**config.mk**
```make
export PLATFORM = sky130hd
export DESIGN_NAME = led_matrix_row_scanner
export DESIGN_NICKNAME = d
export VERILOG_FILES = /design/src/rtl/core/lmrs_pkg.sv /design/src/rtl/core/led_matrix_row_scanner.sv
export SDC_FILE = /design/constraint.sdc
export NUM_CORES = 1
export LEC_CHECK = 0
export BUFFER_PORTS_ARGS = -buffer_cell sky130_fd_sc_hd__buf_2
export CORE_MARGIN = 10
export CORE_UTILIZATION = 44
export DETAILED_ROUTE_END_ITERATION = 8
export GPL_TIMING_DRIVEN = 0
export SLEW_MARGIN = 20
export SYNTH_ARGS = -nofsm -noshare
export SYNTH_HDL_FRONTEND = slang
export SYNTH_SLANG_ARGS = --single-unit
```
**constraint.sdc**
```tcl
create_clock -name clk -period 2.7 [get_ports clk]
set_input_delay 0.54 -clock clk [delete_from_list [all_inputs] [get_ports clk]]
set_output_delay 0.54 -clock clk [all_outputs]
set_load 0.02 [all_outputs]
```
**src/rtl/core/lmrs_pkg.sv**
```systemverilog
package lmrs_pkg;

  localparam logic [1:0] KIND_WRITE = 2'd0;
  localparam logic [1:0] KIND_CLEAR = 2'd1;
  localparam logic [1:0] KIND_TICK  = 2'd2;

  // column bytes start from all ones (active low, unused bits stay high)
  localparam logic [7:0] COL_BLANK = 8'hFF;

  typedef struct packed {
    logic [1:0] kind;
    logic [4:0] pixel_row;
    logic [4:0] pixel_col;
    logic       pixel_on;
  } lmrs_req_t;

  typedef struct packed {
    logic [7:0] out_byte;
    logic       is_row_select;
    logic       last_byte;
  } lmrs_tx_t;

endpackage

```
**src/rtl/core/led_matrix_row_scanner.sv**
```systemverilog
// channel | valid     | stall     | payload
// --------+-----------+-----------+-----------------------------------------
// request | req_valid | req_stall | req : kind, pixel_row, pixel_col, on
// bytes   | tx_valid  | tx_stall  | tx  : out_byte, is_row_select, last_byte
//
// a write reads the section word, then writes it back; a clear only resets the entry valid bits.
// a tick reads one memory word per column byte through the single read port of the
// frame memory, then emits one row select byte per vertical section.
// reset (rst, synchronous) clears the entry valid bits, the scan row and the output valid.
// stalls on tx hold the byte in the output register; req_stall is high while busy.
module led_matrix_row_scanner #(
  parameter int SECTION_ROWS  = 8,
  parameter int SECTION_COLS  = 8,
  parameter int SECTIONS_HIGH = 1,
  parameter int SECTIONS_WIDE = 1
) (
  input  logic              clk,
  input  logic              rst,
  input  logic              req_valid,
  output logic              req_stall,
  input  lmrs_pkg::lmrs_req_t req,
  output logic              tx_valid,
  input  logic              tx_stall,
  output lmrs_pkg::lmrs_tx_t  tx
);
  import lmrs_pkg::*;

  localparam int DISP_ROWS = SECTION_ROWS * SECTIONS_HIGH;
  localparam int DISP_COLS = SECTION_COLS * SECTIONS_WIDE;
  localparam int DEPTH     = DISP_ROWS * SECTIONS_WIDE;
  localparam int AW        = (DEPTH > 1) ? $clog2(DEPTH) : 1;
  localparam int MAXSEC    = (SECTIONS_WIDE > SECTIONS_HIGH) ? SECTIONS_WIDE : SECTIONS_HIGH;
  localparam int IDXW      = (MAXSEC > 1) ? $clog2(MAXSEC) : 1;
  localparam int RIW       = (SECTION_ROWS > 1) ? $clog2(SECTION_ROWS) : 1;
  localparam int RSW       = (SECTIONS_HIGH > 1) ? $clog2(SECTIONS_HIGH) : 1;
  localparam int CW        = (SECTION_COLS > 1) ? $clog2(SECTION_COLS) : 1;

  localparam logic [2:0] S_IDLE  = 3'd0;
  localparam logic [2:0] S_WMOD  = 3'd1;
  localparam logic [2:0] S_CEMIT = 3'd2;
  localparam logic [2:0] S_SEMIT = 3'd3;

  // one word per section row, bit c is pixel c of that section
  logic [SECTION_COLS-1:0] mem [DEPTH];
  logic [SECTION_COLS-1:0] rd_data;
  logic                    rd_ok;
  logic [DEPTH-1:0]        entry_ok;

  logic [2:0]          state;
  logic [AW-1:0]       addr;
  logic [CW-1:0]       wbit;
  logic                won;
  logic [IDXW-1:0]     sidx;
  logic [AW-1:0]       row_base;
  logic [RIW-1:0]      row_in;
  logic [RSW-1:0]      row_sec;

  logic                    req_take;
  logic                    slot_free;
  logic                    rd_en;
  logic [AW-1:0]           rd_addr;
  logic [AW-1:0]           wr_addr;
  logic [CW-1:0]           wr_bit;
  logic                    wr_in_range;
  logic [SECTION_COLS-1:0] cur_word;
  logic [SECTION_COLS-1:0] mod_word;
  logic [7:0]              col_byte;
  logic [7:0]              sel_byte;
  logic                    col_last;
  logic                    sel_last;
  logic                    row_wrap_in;
  logic                    row_wrap_sec;

  assign req_stall = (state != S_IDLE);
  assign req_take  = req_valid && !req_stall;
  assign slot_free = !tx_valid || !tx_stall;
  assign cur_word  = rd_ok ? rd_data : '0;
  assign col_last  = (int'(sidx) == SECTIONS_WIDE - 1);
  assign sel_last  = (int'(sidx) == SECTIONS_HIGH - 1);
  assign row_wrap_in  = (int'(row_in) == SECTION_ROWS - 1);
  assign row_wrap_sec = (int'(row_sec) == SECTIONS_HIGH - 1);

  // pixel address: section word and bit within it
  always_comb begin
    int ws;
    ws = 0;
    for (int i = 1; i < SECTIONS_WIDE; i++) begin
      if (int'(req.pixel_col) >= i * SECTION_COLS) begin
        ws = i;
      end
    end
    wr_addr     = AW'(int'(req.pixel_row) * SECTIONS_WIDE + ws);
    wr_bit      = CW'(int'(req.pixel_col) - ws * SECTION_COLS);
    wr_in_range = (int'(req.pixel_row) < DISP_ROWS) && (int'(req.pixel_col) < DISP_COLS);
  end

  always_comb begin
    mod_word       = cur_word;
    mod_word[wbit] = won;
  end

  always_comb begin
    col_byte = COL_BLANK;
    for (int j = 0; j < SECTION_COLS; j++) begin
      col_byte[SECTION_COLS-1-j] = ~cur_word[j];
    end
  end

  always_comb begin
    sel_byte = '0;
    for (int j = 0; j < SECTION_ROWS; j++) begin
      sel_byte[j] = (int'(sidx) == int'(row_sec)) && ((SECTION_ROWS - 1 - j) == int'(row_in));
    end
  end

  // read port address: section word on write, first column word on tick, next one while emitting
  always_comb begin
    rd_en   = 1'b0;
    rd_addr = wr_addr;
    if (state == S_IDLE) begin
      if (req_take && req.kind == KIND_WRITE && wr_in_range) begin
        rd_en = 1'b1;
      end else if (req_take && req.kind == KIND_TICK) begin
        rd_en   = 1'b1;
        rd_addr = row_base;
      end
    end else if (state == S_CEMIT && slot_free && !col_last) begin
      rd_en   = 1'b1;
      rd_addr = row_base + AW'(sidx) + AW'(1);
    end
  end

  always_ff @(posedge clk) begin
    if (state == S_WMOD) begin
      mem[addr] <= mod_word;
    end
    if (rd_en) begin
      rd_data <= mem[rd_addr];
      rd_ok   <= entry_ok[rd_addr];
    end
  end

  always_ff @(posedge clk) begin
    if (rst) begin
      state    <= S_IDLE;
      entry_ok <= '0;
      sidx     <= '0;
      row_base <= '0;
      row_in   <= '0;
      row_sec  <= '0;
      tx_valid <= 1'b0;
    end else begin
      // the output register refills only from the emit states
      if (slot_free) begin
        tx_valid <= (state == S_CEMIT) || (state == S_SEMIT);
      end
      case (state)
        S_IDLE: begin
          if (req_take) begin
            case (req.kind)
              KIND_WRITE: begin
                if (wr_in_range) begin
                  addr  <= wr_addr;
                  wbit  <= wr_bit;
                  won   <= req.pixel_on;
                  state <= S_WMOD;
                end
              end
              KIND_CLEAR: entry_ok <= '0;
              KIND_TICK:  state <= S_CEMIT;
              default: ;
            endcase
          end
        end
        S_WMOD: begin
          entry_ok[addr] <= 1'b1;
          state          <= S_IDLE;
        end
        S_CEMIT: begin
          if (slot_free) begin
            tx.out_byte      <= col_byte;
            tx.is_row_select <= 1'b0;
            tx.last_byte     <= 1'b0;
            if (col_last) begin
              sidx  <= '0;
              state <= S_SEMIT;
            end else begin
              sidx <= sidx + IDXW'(1);
            end
          end
        end
        S_SEMIT: begin
          if (slot_free) begin
            tx.out_byte      <= sel_byte;
            tx.is_row_select <= 1'b1;
            tx.last_byte     <= sel_last;
            if (sel_last) begin
              sidx  <= '0;
              state <= S_IDLE;
              // step the scan row, wrapping after the last one
              if (row_wrap_in) begin
                row_in <= '0;
                if (row_wrap_sec) begin
                  row_sec  <= '0;
                  row_base <= '0;
                end else begin
                  row_sec  <= row_sec + RSW'(1);
                  row_base <= row_base + AW'(SECTIONS_WIDE);
                end
              end else begin
                row_in   <= row_in + RIW'(1);
                row_base <= row_base + AW'(SECTIONS_WIDE);
              end
            end else begin
              sidx <= sidx + IDXW'(1);
            end
          end
        end
        default: state <= S_IDLE;
      endcase
    end
  end

endmodule

```
==> After elaboration in Yosys (flattened, before gate mapping) <==
Memories as Yosys holds them, arrays and structs flattened. A register that Yosys moved wholly into a read port is not among the register bits.
Cells that the tools add are included.
W data, S select, Z words.
{ "op_classes": {"shift": 0, "addsub": 6, "n_mul": 0, "reduce_logical": 36, "bitwise": 12, "n_div": 0, "n_eq_ne": 22, "mux": 37, "n_lt_le_gt_ge": 7} }
{ "op_table": {"columns": ["cell", "count"], "rows": [
  ["$mux W3", 13],
  ["$mux W8", 3],
  ["$mux W10", 2],
  ["$pmux W10 S2", 1],
  ["$logic_and A1 B1 Y1", 17],
  ["$pmux W8 S2", 1],
  ["$eq A3 B3 Y1 const A", 4],
  ["$lt A3 B4 Y1 const B", 3],
  ["$mux W1", 11],
  ["$not A1 Y1", 11],
  ["$lt A5 B4 Y1 const B", 2],
  ["$ne A2 B2 Y1 const B", 5],
  ["$add A3 B1 Y3 const B", 3],
  ["$pmux W3 S3", 1],
  ["$bwmux W8", 1],
  ["$or A8 B8 Y8", 1],
  ["$reduce_and A4 Y1", 2],
  ["$reduce_and A7 Y1", 1],
  ["$demux W1 S3", 2],
  ["$eq A2 B3 Y1 const A", 2],
  ["$eq A3 B1 Y1 const B", 2],
  ["$eq A3 B2 Y1 const B", 2],
  ["$ge A3 B1 Y1 const B", 2],
  ["$logic_not A3 Y1", 2],
  ["other kinds (20)", 26]
]} }
{ "word_totals": {"latchBits": 0, "memories": 1, "wordCells": 135, "inputBits": 17, "mem_bits_rw": 64, "output_inout_bits": 12, "romBits": 0, "regBits": 38} }
{ "mem_list": {"columns": ["memory", "words", "word_bits", "read_ports", "rd_ports_with_merged_regs", "write_ports", "line_no", "text"], "rows": [
  ["mem", 8, 8, 1, 1, 1, "led_matrix_row_scanner.sv:44", "logic [SECTION_COLS-1:0] mem [DEPTH];"]
]} }

==> Depth between registers and ports, before layout <==
Gate-level depths: netlist (run 1).
{ "depth": {"depth_word": 9, "mapped_depth": 9, "depth_no_buf": 5} }

==> Worst setup path before layout (run 1) <==
Ideal clock, no wire load.
{ "synth_path": {"path_kind": "in2reg", "startpoint": "input req_valid", "endpoint": "register addr[0] (enable)", "path_slack_ns": 0.425, "t_required_ns": 2.320, "path_stages": 5, "n_path_buf": 3, "setup_ns": 0.380, "t_arrival_ns": 1.895, "cell_sequence": "or3b_1 -> buf_6 -> buf_2 -> buf_6 -> nor3_1"} }
{ "synth_via": {"elab_chain_len": 2} }
{ "synth_rtl": {"columns": ["element", "line_no", "text"], "rows": [
  ["start, declared", "led_matrix_row_scanner.sv:19", "input logic req_valid,"],
  ["$logic_and A1 B1 Y1", "led_matrix_row_scanner.sv:75", "assign req_take = req_valid && !req_stall;"],
  ["$reduce_and A5 Y1 (no line)", null, null],
  ["end signal, assigned", "led_matrix_row_scanner.sv:163", "addr <= wr_addr;"],
  ["end, declared", "led_matrix_row_scanner.sv:50", "logic [AW-1:0] addr;"]
]} }
Every way passes these cells.
A chain may end at the register's enable or synchronous reset.

==> Worst setup path in the final report (run 1) <==
{ "layout_path": {"startpoint": "register state[0]", "endpoint": "register rd_data[1], read port of mem (data pin)"} }
{ "layout_via": {"elab_chain_len": 7, "word_cells_on_any_way": 18, "classes_between": "1 x eq/ne; 8 x mux; 9 x reduce/logical"} }
{ "layout_rtl": {"columns": ["element", "line_no", "text"], "rows": [
  ["start, declared", "led_matrix_row_scanner.sv:49", "logic [2:0] state;"],
  ["start signal, assigned", "led_matrix_row_scanner.sv:145", "state <= S_IDLE;"],
  ["start signal, assigned", "led_matrix_row_scanner.sv:166", "state <= S_WMOD;"],
  ["start signal, assigned", "led_matrix_row_scanner.sv:170", "KIND_TICK: state <= S_CEMIT;"],
  ["$reduce_bool A3 Y1", "led_matrix_row_scanner.sv:74", "assign req_stall = (state != S_IDLE);"],
  ["$logic_not A1 Y1", "led_matrix_row_scanner.sv:75", null],
  ["$logic_and A1 B1 Y1", "led_matrix_row_scanner.sv:75", null],
  ["$logic_and A1 B1 Y1, on equally long branches", "led_matrix_row_scanner.sv:123, led_matrix_row_scanner.sv:121", null],
  ["$mux W3 (tied with other cells)", "led_matrix_row_scanner.sv:123", "end else if (req_take && req.kind == KIND_TICK) begin"],
  ["$mux W3 / $mux W1 (equally long branches)", "led_matrix_row_scanner.sv:121", "if (req_take && req.kind == KIND_WRITE && wr_in_range) begin"],
  ["$mux W3 / $mux W1 (equally long branches)", "led_matrix_row_scanner.sv:120", "if (state == S_IDLE) begin"],
  ["end, declared", "led_matrix_row_scanner.sv:45", "logic [SECTION_COLS-1:0] rd_data;"]
]} }
Parallel ways exist; a longest one is shown, timed or not.

==> results.py, run 1 <==
metrics = {
    "critical_path": {
        "critPathTopFamily": "compound AO/OA/AOI/OAI gates",
        "criticalPathCategory": "reg -> reg",
        "rr_worst_depth": 7,
        "path_max_fanout": 10,
        "crit_required_ns": 2.78,
        "path_depth": 7,
        "r2r_slack_ns": 0.03,
        "r2r-end": "rd_data[1]",
        "cpPeakStageDelay_ns": 0.60,
        "cp_slowest_cell": "a311oi_1",
        "worst-path-buf-inv": 2,
        "worst-endpoint-arrival_ns": 2.76,
        "crit_chain": "buf_6, nor3b_4, nand2_1, clkbuf_1, a311oi_1, o32a_2, a31oi_1",
        "critPathCaptureType": "flop",
        "cp-start-kind": "flop",
        "cp-endpoint": "rd_data[1]",
        "cp-startpoint": "state[0]",
        "regToRegStartpoint": "state[0]",
    },
    "sta": {
        "period_share_pct": 99.0,
        "slew_headroom_pct": 31.6,
        "hold_viol": 0,
        "tns_ns": 0,
        "fin_crit_ns": 2.67,
        "fmax_ghz": 0.374,
        "setup_viol": 0,
        "worst_pin_slew_ns": 1.03,
        "skew_ns": 0.00786,
        "slew_viol_final": 0,
        "fin_worst_hold_slack_ns": 0.349,
        "rsz0062_at_grt": "true",
    },
    "drt": {
        "dr.pass1.iters": 5,
        "wl_um": 13800,
        "ant_nets": 0,
        "wl_per_cell_um": 21.3,
        "drc": 0,
        "via_count": 3901,
        "vias_per_cell": 6.03,
        "drt_first_iter_violations": 384,
    },
    "floorplanning": {
        "die_h_um": 129,
        "die-area_mm2": 0.0167,
        "ios": 29,
        "core_area_mm2": 0.0115,
        "num_rows": 39,
        "start_util_pct": 45.4,
        "fp.dieW_um": 129,
    },
    "logic_synthesis": {
        "synth_cell_type_count": 53,
        "ys_ff_latch": 107,
        "syn_area_mm2": 0.00523,
        "synth_fp_nets": 483,
        "ys_warn_count": 0,
        "synth_edf_count": 90,
        "syn_avg_cell_area_um2": 11.4,
        "ys_seq_area_share_pct": 58.2,
        "netlist_instances": 459,
        "synthArstFlopShare_pct": 0,
        "synth_flop_cell": "edfxtp_1",
    },
    "clock_network": {
        "cts_buffers": 9,
        "cts_root_buf": "clkbuf_16",
        "cts.sink_count": 107,
        "insertion_delay_ns": 0.36,
        "clockBufferDepth": 2,
        "post_cts_buffers": 0,
        "cts_max_level": 3,
        "cts_tree": "done",
        "clk_pin_slew_ns": 0.07,
    },
    "global_route": {
        "grt_pass1_wl_um": 21300,
        "overflow": 0,
        "grt_max_degree": 18,
        "first_global_vias": 3747,
        "antenna_found_initial": 0,
        "track_usage_pct": 17.2,
    },
    "pwr": {
        "finalPower_mw": 3.34,
        "pwr-share-clk_pct": 37.2,
        "switching_share_pct": 23.4,
        "p_per_area_mw_per_mm2": 569,
        "ir_worst_vdd_mv": 0.504,
        "p_switching_mw": 0.779,
        "p_leak_nw": 1.95,
        "p_int_mw": 2.56,
        "seqPwrFrac_pct": 54.1,
        "combPwrFrac_pct": 8.6,
    },
    "layout": {
        "area_growth_syn_to_layout_pct": 12.1,
        "final_cell_area_mm2": 0.00587,
        "num-fill-cells": 1024,
        "finalNetCount": 523,
        "drive_gt1_share_pct": 16.1,
        "n_antenna_cell": 0,
    },
    "min_path": {
        "min_path_type": "in -> reg",
    },
    "run_status": {
        "run_status": "complete, no violations",
    },
    "placed_design": {
        "gp_congestion": 0.862,
        "port-buffer-count": 28,
        "postPlaceCellArea_mm2": 0.00558,
        "place_hpwl_um": 10000,
    },
    "flow_run": {
        "max_cap_viol_count": 0,
    },
}
-- synth_stat cells, types with 2 or more instances --
| cell | count | area share (%) |
|---|---|---|
| edfxtp_1 | 90 | 52 |
| a21oi_1 | 40 | 3.8 |
| nor2_1 | 34 | 2.4 |
| nand2_1 | 30 | 2.2 |
| nand2b_1 | 19 | 2.3 |
| clkbuf_1 | 17 | 1.2 |
| dfxtp_1 | 17 | 6.5 |
| a211oi_1 | 16 | 2.3 |
| a31oi_1 | 15 | 1.8 |
| nor3_1 | 15 | 1.4 |
| and2_1 | 14 | 1.7 |
| nand3b_1 | 12 | 1.7 |
| and3_1 | 10 | 1.2 |
| a21boi_0 | 9 | 1.3 |
| a221oi_1 | 9 | 1.5 |
| buf_2 | 9 | 0.86 |
| o211ai_1 | 9 | 1.3 |
| a311oi_1 | 8 | 1.3 |
| nand3_1 | 8 | 0.77 |
| nand4b_1 | 8 | 1.3 |
| o21ai_0 | 8 | 0.77 |
| ha_1 | 7 | 1.7 |
| inv_1 | 6 | 0.43 |
| o32a_1 | 5 | 0.96 |
| buf_6 | 4 | 0.86 |
| nor2b_1 | 4 | 0.48 |
| o21ai_2 | 3 | 0.50 |
| o32a_2 | 3 | 0.65 |
| buf_1 | 2 | 0.14 |
| buf_4 | 2 | 0.29 |
| mux2i_1 | 2 | 0.38 |
| nor3b_1 | 2 | 0.29 |
| or3b_2 | 2 | 0.33 |
-- power by group through the flow --
stage | sequential (mW) | combinational [mW] | clock, mW
2_1_floorplan | 1.84 | 0.182 | 0
3_3_place_gp | 1.84 | 0.278 | 0
3_5_place_dp | 1.84 | 0.284 | 0
4_1_cts | 1.81 | 0.285 | 1.27
5_1_grt | 1.81 | 0.309 | 1.34
6_report | 1.81 | 0.288 | 1.24
-- registers in the layout (all words and copies together), names as in the netlist, 3 cells and up --
name      count
row_in        3
row_base      3
addr          3
entry_ok      8
rd_data       8
tx           10
wbit          3
mem          64
-- worst register-to-register path: cells and delay by family, from the launching register on --
kind / cells / cell delay, ns
flops: 1 / 0.31
compound gates: 3 / 0.99
simple gates: 2 / 0.59
buf+inv: 2 / 0.49
-- cells in the final DEF (no fill, tap or decap), types with 2 or more instances in the layout --
cell / instances
and3_1: 10
nand2_1: 30
o211ai_1: 9
nor3_1: 12
nor3b_1: 2
clkbuf_1: 17
dfxtp_1: 17
edfxtp_1: 90
clkbuf_16: 9
ha_1: 7
inv_6: 2
buf_6: 4
and2_1: 14
or3b_2: 2
a31oi_1: 15
nor3_2: 3
nand3_1: 8
nand2b_1: 19
a21oi_1: 40
o32a_2: 3
mux2i_1: 2
clkinv_2: 2
o21ai_2: 3
nor2b_1: 4
a211oi_1: 16
buf_2: 37
a311oi_1: 7
nor2_1: 33
a21boi_0: 9
o32a_1: 5
buf_4: 4
inv_1: 6
a221oi_1: 9
o21ai_1: 7
nand4b_1: 8
nand3b_1: 12
-- area by class of cell --
| type | instances | area (um2) | area share, % |
|---|---|---|---|
| sequential | 107 | 3040 | 51.9 |
| multi-input combinational | 312 | 2010 | 34.3 |
| clock buffer | 11 | 243 | 4.14 |
| tap | 143 | 179 | 3.05 |
| buffer | 33 | 174 | 2.97 |
| timing repair buffer | 30 | 155 | 2.65 |
| clock inverter | 5 | 36.3 | 0.619 |
| inverter | 6 | 22.5 | 0.384 |
-- worst min-delay path by stage --
stage | start | to | cells past startpoint
after floorplan | entry_ok[4] | entry_ok[4] | 2
after global placement | entry_ok[4] | entry_ok[4] | 2
final | req[0] | won | 1
after detailed placement | entry_ok[4] | entry_ok[4] | 2
after CTS | req[0] | won | 1
after global routing | req[2] | wbit[1] | 1
-- metal layers --
layer | up-vias | wire length (um) | track usage [%] | share of wire (%)
met1 | 1903 | 6080 | 21.1 | 44
met3 | 25 | 959 | 5.42 | 6.9
li1 | 1845 | - | - | -
met4 | 0 | 385 | 7.29 | 2.8
met2 | 128 | 6370 | 27.4 | 46
met5 | - | 0 | 0 | 0
-- what timing repair did --
item / 4_1_cts / 5_1_grt
endpoints found under the setup margin: 0 / 8
hold buffers: 0 / 0
hold endpoints to repair: 0 / 0
gates resized for setup: 0 / 4
-- metrics by stage --
step	worst slack (ns)	util (%)	std cells
finish	0.0257	50.9	647
global route	-0.0387	50.9	647
CTS	0.0360	50.9	648
detailed placement	-0.350	48.5	632
global placement	-0.312	48.2	630
floorplan	0.425	-	459
-- kinds of logic after synthesis --
kind of cell | Yosys count | synth area share (%)
AOI/OAI and AO/OA | 134 | 17.9
DFF | 107 | 58.2
and+or+nand+nor | 167 | 17.7
xor gates and xnor gates | 1 | 0.167
adders and majority gates | 7 | 1.67
muxes | 3 | 0.646
buffers and inverters | 40 | 3.80
Power figures use the tool's default switching activity.
==> inputs of run 2 (changes only) <==
--- a/config.mk
+++ b/config.mk
@@ -6,10 +6,13 @@
 export NUM_CORES = 1
 export LEC_CHECK = 0
 export BUFFER_PORTS_ARGS = -buffer_cell sky130_fd_sc_hd__buf_2
+export CELL_PAD_IN_SITES_DETAIL_PLACEMENT = 0
+export CELL_PAD_IN_SITES_GLOBAL_PLACEMENT = 1
 export CORE_MARGIN = 10
 export CORE_UTILIZATION = 44
 export DETAILED_ROUTE_END_ITERATION = 8
 export GPL_TIMING_DRIVEN = 0
+export PLACE_DENSITY_LB_ADDON = 0.1
 export SLEW_MARGIN = 20
 export SYNTH_ARGS = -nofsm -noshare
 export SYNTH_HDL_FRONTEND = slang
==> results.py, run 2 (synthesized netlist as in run 1, its figures left out) <==
metrics = {
    "clock_network": {
        "cts_buffers": 9,
        "cts.sink_count": 107,
        "cts_max_level": 3,
        "hold_buffers": 0,
        "insertion_delay_ns": 0.35,
        "clk_pin_slew_ns": 0.07,
        "cts_tree": "done",
        "clockBufferDepth": 2,
        "cts_root_buf": "clkbuf_16",
    },
    "floorplanning": {
        "fp.dieW_um": 129,
        "core_area_mm2": 0.0115,
        "die_h_um": 129,
        "die-area_mm2": 0.0167,
        "ios": 29,
        "num_rows": 39,
        "start_util_pct": 45.4,
    },
    "layout": {
        "area_growth_syn_to_layout_pct": 11.8,
        "fin_cells": 644,
        "drive_gt1_share_pct": 15.0,
        "num-fill-cells": 1041,
        "finalNetCount": 522,
        "largest_register_ffs": 64,
        "fin_util_pct": 50.8,
        "reg_top3": "mem (64), tx (10)",
        "final_cell_mix": "edfxtp_1, a21oi_1, buf_2",
        "regMostFlops": "mem",
        "layout_commonest_cell": "edfxtp_1",
        "n_antenna_cell": 0,
    },
    "critical_path": {
        "crit_required_ns": 2.85,
        "cp_slowest_cell": "clkbuf_1",
        "critPathTopFamily": "buffers and inverters",
        "cp-start-kind": "flop",
        "worst-endpoint-arrival_ns": 2.70,
        "crit_chain": "buf_6, nor3b_4, nand3_1, clkbuf_1, clkbuf_2, a21boi_0, o211ai_1, a31oi_1",
        "cpPeakStageDelay_ns": 0.37,
        "critPathCaptureType": "flop",
        "cp-startpoint": "state[0]",
        "r2r_slack_ns": 0.15,
        "regToRegStartpoint": "state[0]",
        "criticalPathCategory": "reg -> reg",
        "worst-path-buf-inv": 3,
        "rr_worst_depth": 8,
        "r2r-end": "rd_data[4]",
        "path_max_fanout": 10,
    },
    "drt": {
        "drt_first_iter_violations": 341,
        "via_count": 3830,
        "dr.pass1.iters": 5,
        "drc": 0,
        "wl_per_cell_um": 21.3,
        "ant_nets": 0,
        "wl_um": 13700,
        "vias_per_cell": 5.95,
    },
    "sta": {
        "hold_viol": 0,
        "period_share_pct": 94.5,
        "fin_crit_ns": 2.55,
        "fmax_ghz": 0.392,
        "skew_ns": 0.00866,
        "rsz0062_at_grt": "false",
        "fin_worst_hold_slack_ns": 0.357,
        "worst_pin_slew_ns": 1.02,
        "slew_viol_final": 0,
        "setup_viol": 0,
        "slew_headroom_pct": 31.2,
        "finalWorstSetupSlack_ns": 0.148,
    },
    "placed_design": {
        "gp_congestion": 0.884,
        "place_inst": 630,
        "place_hpwl_um": 10100,
        "port-buffer-count": 28,
        "place_ws_ns": -0.314,
    },
    "pwr": {
        "p_per_area_mw_per_mm2": 577,
        "ir_worst_vdd_mv": 0.392,
        "p_leak_nw": 1.94,
    },
    "min_path": {
        "hold_start": "req[3]",
        "whs_path_depth": 1,
        "min_to": "wbit[2]",
        "min_path_type": "in -> reg",
    },
    "global_route": {
        "track_usage_pct": 16.8,
        "overflow": 0,
        "grt_max_degree": 17,
        "antenna_found_initial": 0,
        "grt_pass1_wl_um": 21100,
        "first_global_vias": 3712,
    },
    "flow_run": {
        "max_cap_viol_count": 0,
    },
    "run_status": {
        "run_status": "complete, no violations",
    },
}
run 2: cell types whose count changed in the layout (fill, tap and decap cells not counted), sizes merged:
cell	previous run	this run
buf	46	45
bufinv	0	1
clkbuf	28	27
clkinv	3	1
clkinvlp	0	1
inv	8	7
run 2: area by class of cell:
type	instances	area (um2)	share of cell area, %
inverters	6	22.5	0.385
clock inverters	4	51.3	0.877
flip-flops and latches	107	3040	52.0
multi-input cells	312	2000	34.3
repair buffers	28	140	2.40
plain buffers	34	178	3.04
clock buffers	10	229	3.92
well taps	143	179	3.06
run 2: power by group:
group	switching (mW)	internal [mW]	total [mW]
Combinational	0.181	0.101	0.282
Clock	0.575	0.711	1.29
Sequential	0.00719	1.80	1.81
Total	0.762	2.61	3.37
run 2: how the worst max path moves through the flow:
| stage | to | depth (start not counted) |
|---|---|---|
| after CTS | rd_data[4] | 9 |
| after floorplan | addr[0] | 5 |
| after global placement | rd_data[4] | 9 |
| after detailed placement | rd_data[4] | 9 |
| final | rd_data[4] | 8 |
| after global routing | rd_data[3] | 7 |
run 2: metal layers:
metal	track usage, %	part of all wire [%]
met4	4.28	0.93
met2	28.4	50
met1	21.1	44
met3	4.28	5.7
met5	0	0
run 2: stage by stage:
stage	instance area [um2]	power, mW	setup TNS [ns]
final	5850	3.37	0
after CTS	5850	3.39	0
after global routing	5850	3.49	0
after global placement	5550	2.12	-3.61
after floorplan	5230	2.02	0
after detailed placement	5570	2.12	-2.03
run 2: repair_timing:
item	in CTS	in global routing
endpoints found under the setup margin	0	8
gates resized for setup	0	2
buffers inserted	0	0
endpoints found under the hold margin	0	0
==> inputs of run 3 (changes only) <==
--- a/config.mk
+++ b/config.mk
@@ -6,7 +6,7 @@
 export NUM_CORES = 1
 export LEC_CHECK = 0
 export BUFFER_PORTS_ARGS = -buffer_cell sky130_fd_sc_hd__buf_2
-export CELL_PAD_IN_SITES_DETAIL_PLACEMENT = 0
+export CELL_PAD_IN_SITES_DETAIL_PLACEMENT = 1
 export CELL_PAD_IN_SITES_GLOBAL_PLACEMENT = 1
 export CORE_MARGIN = 10
 export CORE_UTILIZATION = 44
==> results.py, run 3 (synthesized netlist as in run 1, its figures left out) <==
metrics = {
    "run_status": {
        "run_status": "complete, no violations",
    },
    "pwr": {
        "p_leak_nw": 1.95,
        "p_per_area_mw_per_mm2": 587,
        "ir_worst_vdd_mv": 0.419,
        "finalPower_mw": 3.44,
    },
    "clock_network": {
        "post_cts_buffers": 0,
        "cts_max_level": 3,
        "cts-resized-gates": 0,
        "hold_buffers": 0,
        "insertion_delay_ns": 0.36,
        "clk_pin_slew_ns": 0.07,
        "cts_tree": "done",
        "cts_buffers": 9,
        "clockBufferDepth": 2,
        "cts_root_buf": "clkbuf_16",
        "cts.sink_count": 107,
    },
    "sta": {
        "slew_headroom_pct": 27.6,
        "period_share_pct": 97.4,
        "slew_viol_final": 0,
        "hold_viol": 0,
        "finalWorstSetupSlack_ns": 0.0705,
        "skew_ns": 0.00645,
        "fin_worst_hold_slack_ns": 0.354,
        "fin_crit_ns": 2.63,
        "worst_pin_slew_ns": 1.08,
        "tns_ns": 0,
        "rsz0062_at_grt": "false",
        "setup_viol": 0,
        "fmax_ghz": 0.380,
    },
    "global_route": {
        "grt_max_degree": 18,
        "track_usage_pct": 18.7,
        "antenna_found_initial": 0,
        "overflow": 0,
        "first_global_vias": 4136,
        "grt_pass1_wl_um": 23800,
    },
    "critical_path": {
        "path_max_fanout": 10,
        "cpPeakStageDelay_ns": 0.52,
        "cp_slowest_cell": "a311oi_1",
        "worst-endpoint-arrival_ns": 2.71,
        "crit_chain": "buf_6, nor3b_4, nand2_1, clkbuf_1, a311oi_1, o32a_2, a31oi_1",
        "critPathCaptureType": "flop",
        "cp-start-kind": "flop",
        "criticalPathCategory": "reg -> reg",
        "crit_required_ns": 2.78,
    },
    "floorplanning": {
        "die_h_um": 129,
        "fp.dieW_um": 129,
        "core_area_mm2": 0.0115,
        "die-area_mm2": 0.0167,
        "num_rows": 39,
        "ios": 29,
        "start_util_pct": 45.4,
    },
    "layout": {
        "final_cell_area_mm2": 0.00587,
        "final_cell_mix": "edfxtp_1, a21oi_1, buf_2",
        "area_growth_syn_to_layout_pct": 12.2,
        "regMostFlops": "mem",
        "n_antenna_cell": 0,
        "drive_gt1_share_pct": 15.9,
        "fin_cells": 646,
        "largest_register_ffs": 64,
        "fin_util_pct": 51.0,
        "num-fill-cells": 1251,
        "layout_commonest_cell": "edfxtp_1",
        "reg_top3": "mem (64), tx (10)",
        "finalNetCount": 522,
    },
    "drt": {
        "via_count": 4046,
        "wl_um": 15400,
        "dr.max_layer_used": "met4",
        "route.met2.wl_um": 7670,
        "route.met3.wl_um": 611,
        "wl_per_cell_um": 23.9,
        "drt_first_iter_violations": 292,
        "vias_per_cell": 6.26,
        "ant_nets": 0,
        "drc": 0,
        "met1_length_um": 6790,
        "dr.pass1.iters": 6,
    },
    "placed_design": {
        "place_hpwl_um": 11100,
        "postPlaceCellArea_mm2": 0.00557,
        "place_inst": 630,
        "gp_congestion": 0.884,
        "place_ws_ns": -0.370,
        "port-buffer-count": 28,
    },
    "min_path": {
        "min_path_type": "in -> reg",
    },
    "flow_run": {
        "max_cap_viol_count": 0,
    },
}
[run 3: cell types whose count changed in the layout (fill, tap and decap cells not counted)]
cell      change
clkbuf_1      -1
clkbuf_2      +1
clkinv_2      +1
clkinv_4      +1
nand3_1       -1
nand3_2       +1
nor2_1        -1
nor2_2        +1
[run 3: critical path: cells and delay by family, from the launching register on]
kind / cells / cell delay, ns
DFF: 1 / 0.31
AOI/OAI and AO/OA: 3 / 0.90
buffers and inverters: 2 / 0.49
and+or+nand+nor: 2 / 0.65
[run 3: report_power, final]
group	switching, mW	internal, mW
Combinational	0.192	0.101
Clock	0.623	0.722
Sequential	0.00767	1.80
[run 3: final cells by class]
| class | instances | area (um2) | share of cell area, % |
|---|---|---|---|
| Sequential cell | 107 | 3040 | 51.8 |
| Clock inverter | 6 | 65.1 | 1.11 |
| Inverter | 6 | 22.5 | 0.384 |
| Buffer | 34 | 179 | 3.05 |
| Timing Repair Buffer | 28 | 140 | 2.39 |
| Clock buffer | 10 | 229 | 3.90 |
| Tap cell | 143 | 179 | 3.05 |
| Multi-Input combinational cell | 312 | 2010 | 34.3 |
[run 3: routing by layer]
metal / track usage, % / vias up
li1: - / 1847
met1: 23.7 / 2078
met3: 2.94 / 25
met2: 31.6 / 96
met5: 0 / -
met4: 7.16 / 0
[run 3: final timing paths]
path,cells after the start,slack [ns],endpoint,from
min,1,0.35,won,req[0]
min reg2reg,2,0.51,tx_valid,tx_valid
max reg2reg,7,0.07,rd_data[1],state[0]
max,7,0.07,rd_data[1],state[0]
